`config.mk`:
```
export PLATFORM = sky130hd
export DESIGN_NAME = ppsc_step
export DESIGN_NICKNAME = d
export VERILOG_FILES = /design/src/rtl/ppsc_pkg.sv /design/src/rtl/ppsc_step.sv
export SDC_FILE = /design/constraint.sdc
export NUM_CORES = 1
export LEC_CHECK = 0
export ABC_AREA = 0
export BUFFER_PORTS_ARGS = -buffer_cell sky130_fd_sc_hd__buf_4
export CORE_ASPECT_RATIO = 1.5
export CORE_MARGIN = 2
export CORE_UTILIZATION = 54
export CTS_BUF_LIST = sky130_fd_sc_hd__clkbuf_8
export DETAILED_ROUTE_END_ITERATION = 7
export PLACE_DENSITY_LB_ADDON = 0.25
export SYNTH_ARGS = -nofsm -noshare
export SYNTH_HDL_FRONTEND = slang
export SYNTH_SLANG_ARGS = --single-unit
export TNS_END_PERCENT = 30
```
`constraint.sdc`:
```
create_clock -name clock -period 5.2 [get_ports clock]
set_input_delay 0.26 -clock clock [delete_from_list [all_inputs] [get_ports clock]]
set_output_delay 0.26 -clock clock [all_outputs]
set_load 0.01 [all_outputs]
```
`src/rtl/ppsc_pkg.sv`:
```
package ppsc_pkg;

   localparam int GAIN_WIDTH      = 16;
   localparam int TICK_WIDTH      = 16;
   localparam int CSR_INDEX_WIDTH = 3;
   localparam int CSR_DATA_WIDTH  = 32;

   localparam int TARGET_RESET    = 250;
   localparam int GAIN_P_RESET    = 97;
   localparam int GAIN_I_RESET    = 102;
   localparam int GAIN_D_RESET    = 45;
   localparam int PERIOD_RESET    = 40;
   localparam int INT_LIMIT_RESET = 500;
   localparam int OUT_LIMIT_RESET = 300;

   typedef enum logic [CSR_INDEX_WIDTH-1:0] {
      REG_TARGET_COUNT   = 3'd0,
      REG_GAIN_P         = 3'd1,
      REG_GAIN_I         = 3'd2,
      REG_GAIN_D         = 3'd3,
      REG_PERIOD_TICKS   = 3'd4,
      REG_INTEGRAL_LIMIT = 3'd5,
      REG_OUTPUT_LIMIT   = 3'd6
   } ppsc_reg_type;

   typedef struct packed {
      logic [GAIN_WIDTH-1:0] p;
      logic [GAIN_WIDTH-1:0] i;
      logic [GAIN_WIDTH-1:0] d;
   } ppsc_gain_type;

endpackage

```
`src/rtl/ppsc_step.sv`:
```
module ppsc_step #(
   parameter int COUNT_WIDTH = 16
) (
   input  logic                                 clock,
   input  logic                                 reset,
   input  logic                                 in_valid,
   output logic                                 in_ready,
   input  logic signed [COUNT_WIDTH-1:0]        in_count,
   input  logic signed [COUNT_WIDTH-1:0]        target_count,
   input  logic [ppsc_pkg::TICK_WIDTH-1:0]      period_ticks,
   input  logic [COUNT_WIDTH-2:0]               integral_limit,
   output logic                                 out_valid,
   input  logic                                 out_ready,
   output logic signed [COUNT_WIDTH:0]          out_err,
   output logic signed [COUNT_WIDTH-1:0]        out_integral,
   output logic signed [COUNT_WIDTH+1:0]        out_diff
);

   localparam int EW = COUNT_WIDTH + 1;
   localparam int SW = COUNT_WIDTH + 2;

   logic                                 s0_valid_ff;
   logic signed [COUNT_WIDTH-1:0]        s0_count_ff;
   logic                                 s1_valid_ff;
   logic                                 s1_valid_in;
   logic signed [EW-1:0]                 s1_err_ff;
   logic signed [COUNT_WIDTH-1:0]        s1_integral_ff;
   logic signed [SW-1:0]                 s1_diff_ff;

   logic [ppsc_pkg::TICK_WIDTH-1:0]      tick_ff;
   logic [ppsc_pkg::TICK_WIDTH-1:0]      tick_in;
   logic signed [EW-1:0]                 prev_err_ff;
   logic signed [COUNT_WIDTH-1:0]        integral_ff;
   logic signed [COUNT_WIDTH-1:0]        integral_in;

   logic                                 s1_en;
   logic                                 advance;
   logic [ppsc_pkg::TICK_WIDTH-1:0]      tick_next;
   logic                                 control;
   logic signed [EW-1:0]                 err;
   logic signed [SW-1:0]                 int_sum;
   logic signed [SW-1:0]                 int_lim;
   logic signed [SW-1:0]                 diff;

   assign s1_en    = !s1_valid_ff || out_ready;
   assign in_ready = !s0_valid_ff || s1_en;
   assign advance  = s0_valid_ff && s1_en;

   assign tick_next = tick_ff + 1'b1;
   assign control   = tick_next >= period_ticks;

   assign err     = EW'(target_count) - EW'(s0_count_ff);
   assign int_sum = SW'(integral_ff) + SW'(err);
   assign int_lim = $signed(SW'(integral_limit));
   assign diff    = SW'(err) - SW'(prev_err_ff);

   always_comb begin
      priority if (int_sum > int_lim) begin
         integral_in = int_lim[COUNT_WIDTH-1:0];
      end else if (int_sum < -int_lim) begin
         integral_in = COUNT_WIDTH'(-int_lim);
      end else begin
         integral_in = int_sum[COUNT_WIDTH-1:0];
      end
   end

   assign tick_in     = control ? '0 : tick_next;
   assign s1_valid_in = s0_valid_ff && control;

   always_ff @(posedge clock) begin
      if (reset) begin
         s0_valid_ff <= 1'b0;
         s1_valid_ff <= 1'b0;
         tick_ff     <= '0;
         prev_err_ff <= '0;
         integral_ff <= '0;
      end else begin
         if (in_ready) begin
            s0_valid_ff <= in_valid;
         end
         if (s1_en) begin
            s1_valid_ff <= s1_valid_in;
         end
         if (advance) begin
            tick_ff <= tick_in;
            if (control) begin
               prev_err_ff <= err;
               integral_ff <= integral_in;
            end
         end
      end
   end

   always_ff @(posedge clock) begin
      if (in_ready && in_valid) begin
         s0_count_ff <= in_count;
      end
      if (advance && control) begin
         s1_err_ff      <= err;
         s1_integral_ff <= integral_in;
         s1_diff_ff     <= diff;
      end
   end

   assign out_valid    = s1_valid_ff;
   assign out_err      = s1_err_ff;
   assign out_integral = s1_integral_ff;
   assign out_diff     = s1_diff_ff;

endmodule

```
Yosys cells after proc, flatten, opt, wreduce, memory -nomap -nowiden
Index checks and enable logic that the tools add are counted.
{"block": "word_totals", "latchBits": 0, "ramBits": 0, "regBits": 118, "mem_count": 0, "input_bits": 67, "romBits": 0, "out_inout_bits": 53, "word_cells": 29}
{"block": "classes", "order_cmp": 3, "n_bitwise": 0, "eq_ne": 0, "n_div": 0, "n_reduce_logical": 9, "addsub": 5, "muxes": 3, "shift": 0, "n_mul": 0}
{"operator": "$mux 16", "n": 3}
{"operator": "$add 16x17->18", "n": 1}
{"operator": "$gt 18x16->1", "n": 1}
{"operator": "$lt 18x18->1", "n": 1}
{"operator": "$neg 15->18", "n": 1}
{"operator": "$sub 17x17->18", "n": 1}
{"operator": "$sub 16x16->17", "n": 1}
{"operator": "$add 16x1->16 const B", "n": 1}
{"operator": "$ge 16x16->1", "n": 1}
{"operator": "$logic_and 1x1->1", "n": 4}
{"operator": "$logic_not 1->1", "n": 2}
{"operator": "$logic_or 1x1->1", "n": 2}
{"operator": "$reduce_and 2->1", "n": 1}

Depth between registers and ports, before layout
Gate-level depths: netlist of run 1.
{"block": "depth", "depth_word": 5, "mapped_depth": 32, "depth_no_buf": 30}

Least setup slack after synthesis of run 1
OpenSTA, ideal clock, no wires.
{"block": "synth_timing", "kind": "register -> register", "from": "reg s0_count_ff[0]", "to": "reg integral_ff[1]", "arrival_time_ns": 5.062, "required_time_ns": 4.978, "setup_slack_ns": -0.084, "path_buffers": 1, "stages_incl_launch_ff": 28, "setup_time_ns": 0.222, "period_less_slack_ns": 5.284, "path_cell_list": "edfxtp_1 -> ha_1 -> fa_1 -> nor2b_1 -> o21ai_0 -> nand2b_1 -> a21o_1 -> a21o_1 -> a21o_1 -> a21oi_1 -> xnor2_1 -> ha_1 -> nand3_1 -> nor2_1 -> a21o_1 -> nor2_1 -> xnor2_1 -> ha_1 -> and4_1 -> a311o_1 -> o221ai_1 -> a221oi_1 -> o221a_2 -> o31ai_4 -> buf_4 -> o21ai_0 -> a21oi_1 -> o32ai_1"}
{"block": "synth_between", "elab_chain_cells": 5, "word_cells_on_any_way": 6, "classes_between": "2 x add/sub; 2 x order compare; 2 x mux"}
{"element": "start, declared", "line": "ppsc_step.sv:23", "text": "logic signed [COUNT_WIDTH-1:0] s0_count_ff;"}
{"element": "start signal, assigned", "line": "ppsc_step.sv:96", "text": "s0_count_ff <= in_count;"}
{"element": "$sub 16x16->17 *", "line": "ppsc_step.sv:52", "text": "assign err = EW'(target_count) - EW'(s0_count_ff);"}
{"element": "via err[8]", "line": "ppsc_step.sv:40", "text": "logic signed [EW-1:0] err;"}
{"element": "$add 16x17->18 *", "line": "ppsc_step.sv:53", "text": "assign int_sum = SW'(integral_ff) + SW'(err);"}
{"element": "$lt 18x18->1", "line": "ppsc_step.sv:60", "text": "end else if (int_sum < -int_lim) begin"}
{"element": "$mux 16", "line": "ppsc_step.sv:60"}
{"element": "$mux 16 *", "line": "ppsc_step.sv:58", "text": "priority if (int_sum > int_lim) begin"}
{"element": "end signal, assigned", "line": "ppsc_step.sv:88", "text": "integral_ff <= integral_in;"}
{"element": "end, declared", "line": "ppsc_step.sv:33", "text": "logic signed [COUNT_WIDTH-1:0] integral_ff;"}
The timed path passes the listed nets; every way through them passes the cells marked *.
A chain may end at the register's enable or synchronous reset.

Final worst setup path of run 1
{"block": "layout_timing", "from": "reg s0_count_ff[0]", "to": "reg integral_ff[8]"}
{"block": "layout_between", "elab_chain_cells": 5, "word_cells_on_any_way": 6, "classes_between": "2 x add/sub; 2 x order compare; 2 x mux"}
{"element": "$sub 16x16->17 *", "line": "ppsc_step.sv:52"}
{"element": "via err[8]", "line": "ppsc_step.sv:40"}
{"element": "$add 16x17->18 *", "line": "ppsc_step.sv:53"}
{"element": "$lt 18x18->1", "line": "ppsc_step.sv:60"}
{"element": "$mux 16", "line": "ppsc_step.sv:60"}
{"element": "$mux 16 *", "line": "ppsc_step.sv:58"}
{"element": "via integral_in[8]", "line": "ppsc_step.sv:34", "text": "logic signed [COUNT_WIDTH-1:0] integral_in;"}
Marked as above.

==> results of run 1 <==
critical path: cells and delay by family (launching register included):
family	cells	cell delay, ns
buf+inv	4	0.56
simple gates	6	0.73
fa+ha+maj	4	1.13
mux	1	0.27
compound gates	15	2.35
flops	1	0.38
xor+xnor	1	0.20
report_power, final:
part | switching [mW] | internal [mW]
Combinational | 0.946 | 0.864
Sequential | 0.00411 | 1.04
Clock | 0.430 | 0.428
final cells by class:
type | count | area (um^2) | share of cell area, %
tap | 203 | 254.0 | 2.164
timing repair buffer | 273 | 2163 | 18.43
multi-input combinational | 691 | 5562 | 47.38
clock buffer | 17 | 234.0 | 1.993
inverter | 90 | 337.8 | 2.878
clock inverter | 15 | 155.1 | 1.322
sequential | 118 | 3033 | 25.84
cells in the mapped netlist (10+ instances only):
| cell type | number |
|---|---|
| sky130_fd_sc_hd__ha_1 | 99 |
| sky130_fd_sc_hd__inv_1 | 89 |
| sky130_fd_sc_hd__nand2_1 | 76 |
| sky130_fd_sc_hd__nor2_1 | 71 |
| sky130_fd_sc_hd__edfxtp_1 | 67 |
| sky130_fd_sc_hd__a21oi_1 | 66 |
| sky130_fd_sc_hd__dfxtp_1 | 51 |
| sky130_fd_sc_hd__o21ai_0 | 37 |
| sky130_fd_sc_hd__xnor2_1 | 34 |
| sky130_fd_sc_hd__a21o_1 | 33 |
| sky130_fd_sc_hd__nand3_1 | 33 |
| sky130_fd_sc_hd__xor2_1 | 21 |
| sky130_fd_sc_hd__nor3_1 | 18 |
| sky130_fd_sc_hd__clkbuf_1 | 15 |
| sky130_fd_sc_hd__nand2b_1 | 15 |
| sky130_fd_sc_hd__a211oi_1 | 13 |
| sky130_fd_sc_hd__nor3b_1 | 13 |
| sky130_fd_sc_hd__mux2i_1 | 11 |
| sky130_fd_sc_hd__and2_1 | 10 |
| sky130_fd_sc_hd__nor2b_1 | 10 |
cell families (layout without fill, tap and decap cells):
family / count (synthesis) / in the layout / share of synthesized area, %
and+or+nand+nor: 284 / 284 / 16.96
xor gates and xnor gates: 55 / 55 / 5.695
buffers and inverters: 118 / 395 / 5.620
DFF: 118 / 118 / 35.85
AOI/OAI and AO/OA: 238 / 239 / 19.21
adders and majority gates: 102 / 102 / 15.35
muxes: 11 / 11 / 1.302
through the flow:
stage	util, %	setup TNS, ns	hold slack [ns]
2_1_floorplan	-	0	0.3589
3_3_place_gp	67.25	-17.18	0.4389
3_5_place_dp	67.25	-22.87	0.4395
4_1_cts	73.24	-6.731	0.03866
5_1_grt	75.81	-21.64	0.09885
6_report	75.81	-14.40	0.05327
worst max path at each step:
stage               startpoint              end  slack [ns]  cells past startpoint
4_1_cts         s0_count_ff[0]   integral_ff[6]       -0.26                     29
5_1_grt         s0_count_ff[0]  integral_ff[12]       -0.75                     31
3_5_place_dp    s0_count_ff[1]   integral_ff[7]       -0.82                     26
2_1_floorplan   s0_count_ff[0]  integral_ff[12]       0.003                     31
3_3_place_gp   target_count[1]   integral_ff[0]       -0.64                     26
6_report        s0_count_ff[0]   integral_ff[8]       -0.54                     31
repair_timing:
item | 4_1_cts | 5_1_grt
setup buffers | 18 | 4
gates cloned | 1 | 1
hold buffers | 16 | 0
pin swaps | 29 | 36
endpoints found under the setup margin | 32 | 32
gates resized for setup | 55 | 58
endpoints found under the hold margin | 16 | 0
registers in the layout (all words and copies together), names as in the netlist:
register and flops:
out_integral 16, out_err 17, out_diff 18, tick_ff 16, s0_valid_ff 1, prev_err_ff 17
s0_count_ff 16, integral_ff 16, out_valid 1
metal layers:
metal	GRT usage (%)	vias up	wire length (um)
li1	-	3855	-
met1	30.43	3947	9274
met2	55.56	457	13620
met3	4.969	161	1899
met4	17.42	0	2065
met5	0	-	0
==> results.sh, run 1 <==
export IMPL_routed_via_density=5.984
export IMPL_synth_area_leaders="sky130_fd_sc_hd__edfxtp_1, sky130_fd_sc_hd__ha_1, sky130_fd_sc_hd__dfxtp_1"
export IMPL_synth_sequential_area_ratio_pct=35.85
export IMPL_reg2reg_slack_ns=-0.54
export IMPL_clk_pin_slew_worst_paths_ns=0.09
export IMPL_crit_path_frequent_cell="sky130_fd_sc_hd__a21o_1"
export IMPL_grt_antenna_before_repair=0
export IMPL_timing_final_crit_period_ns=5.739
export IMPL_number_of_primary_i_o_pins=120
export IMPL_layout_filler_cells=1030
export IMPL_route_detailed_wl_per_inst_um=19.09
export IMPL_worst_r2r_endpoint="integral_ff[8]"
export IMPL_power_mw=3.715
export IMPL_status="finished with violations"
export IMPL_crit_reg_reg_startpoint="s0_count_ff[0]"
export IMPL_finalSetupViolCount=32
export IMPL_drt_total_wl_um=26860
export IMPL_syn2layout_area_growth_pct=38.77
export IMPL_gp_congestion=0.9230
export IMPL_cells_after_synthesis=926
export IMPL_detailroute_via_count=8420
export IMPL_detailedPlace_worstSlack_ns=-0.8197
export IMPL_netlist_top_cell_by_area="sky130_fd_sc_hd__edfxtp_1"
export IMPL_drc=0
export IMPL_fp_dieH_um=157.3
export IMPL_globalRouteOverflowTotal=0
export IMPL_cp_end_kind="register"
export IMPL_cts_tree="yes"
export IMPL_clock_path_buffers=2
export IMPL_post_synth_cell_area_avg_um2=9.135
export IMPL_yosys_warn_count=0
export IMPL_hold_path_cell_count=3
export IMPL_hold_path_startpoint="in_valid"
export IMPL_worst_setup_path_type="register to register"
export IMPL_cts_max_level=4
export IMPL_worst_path_max_delay_cell="sky130_fd_sc_hd__edfxtp_1"
export IMPL_groute_usage_overall_pct=29.58
export IMPL_numPortBuffers=119
export IMPL_worst_endpoint_arrival_ns=6.09
export IMPL_grt_first_pass_wirelength_um=38740
export IMPL_fp_coreArea_um2=15480
export IMPL_die_w_um=106.2
export IMPL_cellPowerDensity_nw_per_um2=316.5
export IMPL_slew_violations=0
export IMPL_clock_sink_count=118
export IMPL_final_cell_count_no_fill=1407
export IMPL_synthesis_area_um2=8459
export IMPL_drv_cap=0
export IMPL_synth_edff_count=67
export IMPL_initial_utilization_pct=54.63
export IMPL_numPlacedInstances=1336
export IMPL_maxSlewHeadroom_pct=42.92
export IMPL_mostFrequentLayoutCell="sky130_fd_sc_hd__buf_4"
export IMPL_floorplan_rows=56
export IMPL_reg2reg_depth=31
export IMPL_netlist_cell_type_count=76
export IMPL_final_setup_skew_ns=0.01360
export IMPL_cts_buffers=17
export IMPL_synth_seq_cells=118
export IMPL_rsz0062_at_grt="yes"
export IMPL_dpl_cell_area_um2=10410
export IMPL_die_area_um2=16700
export IMPL_number_of_iterations_in_the_first_detailed_routing_pass=5
export IMPL_timing_hold_violations_final=0
export IMPL_synth_largest_type_area_fraction_pct=23.78
export IMPL_min_path_type="input port to register"
export IMPL_crit_path_start_kind="register"
export IMPL_design_final_nets=1360
export IMPL_cellLeakagePower_nw=5.329
export IMPL_max_freq_ghz=0.1742
export IMPL_postRouteAntennaNets=0
export IMPL_violations="negative setup slack"
export IMPL_max_stage_delay_ns=0.38
export IMPL_detailedPlacementHpwl_um=17630
export IMPL_synthesis_nets=1095
export IMPL_drt_iter0_markers=554
export IMPL_grt_pass1_vias=8255
export IMPL_grt_start_max_net_pins=54
export IMPL_async_flop_share_pct=0
export IMPL_clock_latency_ns=0.45
export IMPL_stdcell_area_um2=11740
export IMPL_root_buffer="sky130_fd_sc_hd__clkbuf_8"
export IMPL_drive_above_1_share_pct=32.89
export IMPL_vdd_ir_drop_max_mv=0.1878
export IMPL_cp_max_fo=6
export IMPL_data_required_critical_path_ns=5.55
export IMPL_max_slew_worst_pin_slew_ns=0.8489
export IMPL_hold_path_endpoint="s0_valid_ff"
export IMPL_worst_slack_ns=-0.5389
export IMPL_post_synth_top_flop="sky130_fd_sc_hd__edfxtp_1"
export IMPL_ant_diodes=0
export IMPL_fin_crit_sh_pct=110.4
export IMPL_most_common_layout_cells="sky130_fd_sc_hd__buf_4, sky130_fd_sc_hd__inv_1, sky130_fd_sc_hd__ha_1, sky130_fd_sc_hd__nand2_1, sky130_fd_sc_hd__edfxtp_1"
(Power assumes the default switching activity.)
==> run 2, diff against run 1 <==
--- a/config.mk
+++ b/config.mk
@@ -11,3 +11,3 @@
 export CORE_MARGIN = 2
-export CORE_UTILIZATION = 54
+export CORE_UTILIZATION = 57
 export CTS_BUF_LIST = sky130_fd_sc_hd__clkbuf_8
==> constraint.sdc (replaced) <==
create_clock -name clock -period 6.7 [get_ports clock]
set_input_delay 1.34 -clock clock [delete_from_list [all_inputs] [get_ports clock]]
set_output_delay 1.34 -clock clock [all_outputs]
set_load 0.01 [all_outputs]
==> run 2 against run 1 <==
  * The run now ends clean
  * Global-route usage decreased by 2.9 points
  * Worst hold slack better by 0.40 ns
  * Worst setup slack improved by 0.89 ns
  * Sequential power fell by 22%
  * First-iteration DRC count decreased by 35%
  * Register-to-register slack better by 1.5 ns
  * Wire length down 24%
  * Largest cell class unchanged
==> results.sh, run 2 (same netlist as run 1, synthesis figures left out) <==
export IMPL_status="finished clean"
export IMPL_layout_area_seq_um2=3033
export IMPL_crit_path_frequent_cell="sky130_fd_sc_hd__o21ai_0"
export IMPL_drive_above_1_share_pct=21.47
export IMPL_fin_crit_sh_pct=94.75
export IMPL_min_path_type="register to register"
export IMPL_cellLeakagePower_nw=4.737
export IMPL_postRouteAntennaNets=0
export IMPL_ant_diodes=0
export IMPL_maxSlewHeadroom_pct=26.90
export IMPL_die_w_um=103.5
export IMPL_drc=0
export IMPL_cts_buffers=17
export IMPL_hold_worst_slack_ns=0.4554
export IMPL_grt_pass1_vias=7137
export IMPL_numPortBuffers=119
export IMPL_cp_end_kind="register"
export IMPL_route_detailed_wl_per_inst_um=15.77
export IMPL_layout_filler_cells=1147
export IMPL_routed_via_density=5.667
export IMPL_multi_input_comb_area_um2=5006
export IMPL_worst_path_max_delay_cell="sky130_fd_sc_hd__fa_1"
export IMPL_die_area_um2=15850
export IMPL_data_required_critical_path_ns=7.03
export IMPL_crit_path_start_kind="input port"
export IMPL_number_of_iterations_in_the_first_detailed_routing_pass=5
export IMPL_reg2reg_slack_ns=0.98
export IMPL_grt_first_pass_wirelength_um=33180
export IMPL_detailedPlacementHpwl_um=16020
export IMPL_max_stage_delay_ns=0.39
export IMPL_syn2layout_area_growth_pct=21.42
export IMPL_detailroute_via_count=7339
export IMPL_fp_dieH_um=153.2
export IMPL_worst_setup_path_type="input port to register"
export IMPL_rsz0062_at_grt="no"
export IMPL_floorplan_rows=54
export IMPL_cts_max_level=4
export IMPL_design_final_nets=1255
export IMPL_grt_start_max_net_pins=54
export IMPL_gp_congestion=0.9082
export IMPL_clock_latency_ns=0.43
export IMPL_cts_tree="yes"
export IMPL_slew_violations=0
export IMPL_fp_coreArea_um2=14530
export IMPL_worst_endpoint_arrival_ns=6.68
export IMPL_largest_register_ffs=18
export IMPL_clk_pin_slew_worst_paths_ns=0.07
export IMPL_root_buffer="sky130_fd_sc_hd__clkbuf_8"
export IMPL_drt_total_wl_um=20430
export IMPL_cellPowerDensity_nw_per_um2=230.4
export IMPL_drt_iter0_markers=362
export IMPL_finalSetupViolCount=0
export IMPL_timing_final_crit_period_ns=6.348
export IMPL_initial_utilization_pct=58.23
export IMPL_globalRouteOverflowTotal=0
export IMPL_clock_path_buffers=2
export IMPL_mostFrequentLayoutCell="sky130_fd_sc_hd__buf_4"
export IMPL_detailedPlace_worstSlack_ns=-0.3140
export IMPL_cp_max_fo=14
export IMPL_max_freq_ghz=0.1575
export IMPL_groute_usage_overall_pct=26.69
export IMPL_clock_sink_count=118
export IMPL_grt_antenna_before_repair=0
export IMPL_max_slew_worst_pin_slew_ns=1.092
export IMPL_most_common_layout_cells="sky130_fd_sc_hd__buf_4, sky130_fd_sc_hd__ha_1, sky130_fd_sc_hd__inv_1, sky130_fd_sc_hd__nand2_1, sky130_fd_sc_hd__nor2_1"
export IMPL_vdd_ir_drop_max_mv=0.1721
export IMPL_worst_slack_ns=0.3518
export IMPL_number_of_primary_i_o_pins=120
export IMPL_drv_cap=0
export IMPL_final_setup_skew_ns=0.01336
export IMPL_timing_hold_violations_final=0
export IMPL_layout_core_utilization_pct=70.71
-- run 2: cell types whose count changed in the layout (fill, tap and decap cells not counted), sizes merged --
cell	before	now
clkinv	7	6
bufinv	2	1
buf	256	169
dlygate4sd3	16	0
inv	94	93
clkbuf	18	19
clkinvlp	2	3
o31a	4	3
-- run 2: worst paths after layout --
check / cells past startpoint / endpoint / start
worst max-delay path: 31 / integral_ff[4] / target_count[0]
worst max register to register: 29 / integral_ff[4] / s0_count_ff[0]
worst min-delay path: 2 / prev_err_ff[9] / prev_err_ff[9]
worst min register to register: 2 / prev_err_ff[9] / prev_err_ff[9]
-- run 2: area by class of cell --
| type | instances | area share [%] |
|---|---|---|
| sequential | 118 | 29.53 |
| tap | 196 | 2.388 |
| inverter | 90 | 3.289 |
| timing repair buffer | 169 | 12.60 |
| clock buffer | 19 | 2.546 |
| clock inverter | 13 | 0.9136 |
| multi-input combinational | 690 | 48.74 |
-- run 2: power breakdown --
group	internal [mW]	total [mW]	switching, mW
Sequential	0.811	0.814	0.00296
Clock	0.304	0.594	0.290
Combinational	0.438	0.959	0.521
Total	1.55	2.37	0.814
-- run 2: stage by stage --
| step | power, mW | std cells | setup TNS [ns] | area, um^2 |
|---|---|---|---|---|
| floorplan | 1.474 | 926 | 0 | 8459 |
| global placement | 1.748 | 1263 | -2.846 | 9861 |
| detailed placement | 1.764 | 1263 | -7.205 | 9861 |
| CTS | 2.356 | 1295 | 0 | 10220 |
| global route | 2.505 | 1295 | 0 | 10270 |
| finish | 2.367 | 1295 | 0 | 10270 |
-- run 2: repair_timing --
action / in CTS / in global routing
setup buffers: 0 / 0
hold buffers: 0 / 0
resized for setup: 0 / 12
setup endpoints to repair: 0 / 32
-- run 2: routing by layer --
| layer | part of all wire [%] | track usage (%) |
|---|---|---|
| met1 | 40 | 31.20 |
| met2 | 53 | 47.80 |
| met3 | 4.6 | 4.115 |
| met4 | 2.7 | 9.962 |
| met5 | 0 | 0 |
-- run 2: worst max-delay path, delay by kind of cell --
kind,cells,cell delay (ns)
muxes,1,0.24
and+or+nand+nor,6,0.88
adders and majority gates,4,1.24
xor gates and xnor gates,1,0.29
AOI/OAI and AO/OA,15,2.26
buffers and inverters,4,0.42
==> run 3, diff against run 2 <==
CORE_MARGIN = 4   (was 2)
==> run 3 against run 2 <==
  * Combinational power increased by 5%
  * First-iteration DRC count decreased by 9.4%
  * Critical endpoint is now integral_ff[3]
  * Register-to-register slack got worse by 0.07 ns
  * Worst hold slack improved by 0.0024 ns
==> results.sh, run 3 (same netlist as run 1, synthesis figures left out) <==
export IMPL_numPortBuffers=119
export IMPL_layout_filler_cells=1159
export IMPL_number_of_iterations_in_the_first_detailed_routing_pass=5
export IMPL_layout_core_utilization_pct=71.71
export IMPL_max_slew_worst_pin_slew_ns=1.169
export IMPL_globalRouteOverflowTotal=0
export IMPL_power_switching_mw=0.8533
export IMPL_grt_pass1_vias=7289
export IMPL_cp_buffers_inverters=5
export IMPL_cts_tree="yes"
export IMPL_cts_hold_repair_buffers=0
export IMPL_drive_above_1_share_pct=22.42
export IMPL_max_freq_ghz=0.1566
export IMPL_fp_dieH_um=157.2
export IMPL_layout_area_seq_um2=3033
export IMPL_ant_diodes=0
export IMPL_largest_register_ffs=18
export IMPL_finalSetupViolCount=0
export IMPL_crit_path_frequent_cell="sky130_fd_sc_hd__buf_4"
export IMPL_grt_first_pass_wirelength_um=34010
export IMPL_initial_utilization_pct=58.23
export IMPL_status="finished clean"
export IMPL_vdd_ir_drop_max_mv=0.1602
export IMPL_cellLeakagePower_nw=4.810
export IMPL_power_share_switching_pct=34.25
export IMPL_route_detailed_wl_per_inst_um=16.02
export IMPL_worst_endpoint_arrival_ns=6.76
export IMPL_fp_coreArea_um2=14530
export IMPL_detailedPlace_worstSlack_ns=-0.2351
export IMPL_clock_latency_ns=0.44
export IMPL_timing_final_crit_period_ns=6.387
export IMPL_grt_start_max_net_pins=54
export IMPL_postRouteAntennaNets=0
export IMPL_worst_setup_path_type="input port to register"
export IMPL_multi_input_comb_area_um2=4990
export IMPL_seq_power_share_pct=32.7
export IMPL_clk_pin_slew_worst_paths_ns=0.08
export IMPL_number_of_primary_i_o_pins=120
export IMPL_syn2layout_area_growth_pct=23.13
export IMPL_max_stage_delay_ns=0.36
export IMPL_critPathTopFamily="compound AO/OA/AOI/OAI gates"
export IMPL_clock_path_buffers=2
export IMPL_postCtsSetupRepairBufs=0
export IMPL_groute_usage_overall_pct=25.48
export IMPL_worst_slack_ns=0.3128
export IMPL_mostFrequentLayoutCell="sky130_fd_sc_hd__buf_4"
export IMPL_stdcell_area_um2=10420
export IMPL_routed_via_density=5.661
export IMPL_totalNegativeSetupSlack_ns=0
export IMPL_timing_hold_violations_final=0
export IMPL_cts_buffers=17
export IMPL_crit_path_start_kind="input port"
export IMPL_drv_cap=0
export IMPL_pwr_share_clk_pct=26.8
export IMPL_slew_violations=0
export IMPL_drt_iter0_markers=328
export IMPL_floorplan_rows=54
export IMPL_final_setup_skew_ns=0.01222
export IMPL_dpl_cell_area_um2=9981
export IMPL_power_report_internal_total_mw=1.638
export IMPL_die_w_um=107.5
export IMPL_cp_end_kind="register"
export IMPL_power_mw=2.491
export IMPL_detailedPlacementHpwl_um=16540
export IMPL_fin_crit_sh_pct=95.33
export IMPL_detailroute_via_count=7422
export IMPL_cellPowerDensity_nw_per_um2=239.1
export IMPL_share_comb_of_total_power_pct=40.6
export IMPL_worst_path_max_delay_cell="sky130_fd_sc_hd__o221a_2"
export IMPL_min_path_type="register to register"
export IMPL_design_final_nets=1271
export IMPL_most_common_layout_cells="sky130_fd_sc_hd__buf_4, sky130_fd_sc_hd__ha_1, sky130_fd_sc_hd__inv_1, sky130_fd_sc_hd__nand2_1, sky130_fd_sc_hd__nor2_1"
export IMPL_maxSlewHeadroom_pct=21.79
export IMPL_cp_max_fo=8
export IMPL_cts_max_level=4
export IMPL_post_cts_resize_count=0
export IMPL_root_buffer="sky130_fd_sc_hd__clkbuf_8"
export IMPL_die_area_um2=16890
export IMPL_drt_total_wl_um=21000
export IMPL_drc=0
export IMPL_gp_congestion=0.8694
export IMPL_grt_antenna_before_repair=0
export IMPL_clock_sink_count=118
export IMPL_data_required_critical_path_ns=7.08
run 3: power groups by stage:
stage	combinational, mW	clock (mW)	sequential (mW)
2_1_floorplan	0.644	0	0.829
3_3_place_gp	0.965	0	0.830
3_5_place_dp	0.985	0	0.830
4_1_cts	0.994	0.676	0.814
5_1_grt	1.11	0.711	0.814
6_report	1.01	0.666	0.814
run 3: per-layer routing:
metal	up-vias	part of all wire, %	track usage, %
met2	206	53	46.49
met1	3480	39	29.57
met5	-	0	0
met4	0	3.4	10.53
met3	52	4.2	3.898
li1	3684	-	-
run 3: final cells by class:
| cell class | count | area share, % |
|---|---|---|
| well taps | 196 | 2.354 |
| inverters | 90 | 3.243 |
| repair buffers | 185 | 13.57 |
| clock buffers | 17 | 2.246 |
| clock inverters | 15 | 1.562 |
| multi-input cells | 690 | 47.90 |
| flip-flops and latches | 118 | 29.12 |
run 3: final timing paths:
kind                    from             end  slack (ns)  depth (start not counted)
max          target_count[1]  integral_ff[3]        0.31                         29
min           prev_err_ff[6]  prev_err_ff[6]        0.46                          2
max reg2reg   s0_count_ff[1]  integral_ff[3]        0.91                         29
min reg2reg   prev_err_ff[6]  prev_err_ff[6]        0.46                          2
run 3: stage by stage:
step / std cells / hold slack (ns)
3_5_place_dp: 1279 / 0.4474
5_1_grt: 1311 / 0.4782
6_report: 1311 / 0.4578
2_1_floorplan: 926 / 0.4363
3_3_place_gp: 1279 / 0.4415
4_1_cts: 1311 / 0.4574
run 3: worst reg2reg max path: cells and delay by family (launching register included):
family	cells	cell delay, ns
AO/OA/AOI/OAI	14	2.59
XOR/XNOR	2	0.34
adder cells (fa/ha/maj)	3	0.85
buffers and inverters	5	0.76
flip-flops	1	0.41
AND/OR/NAND/NOR	5	0.77
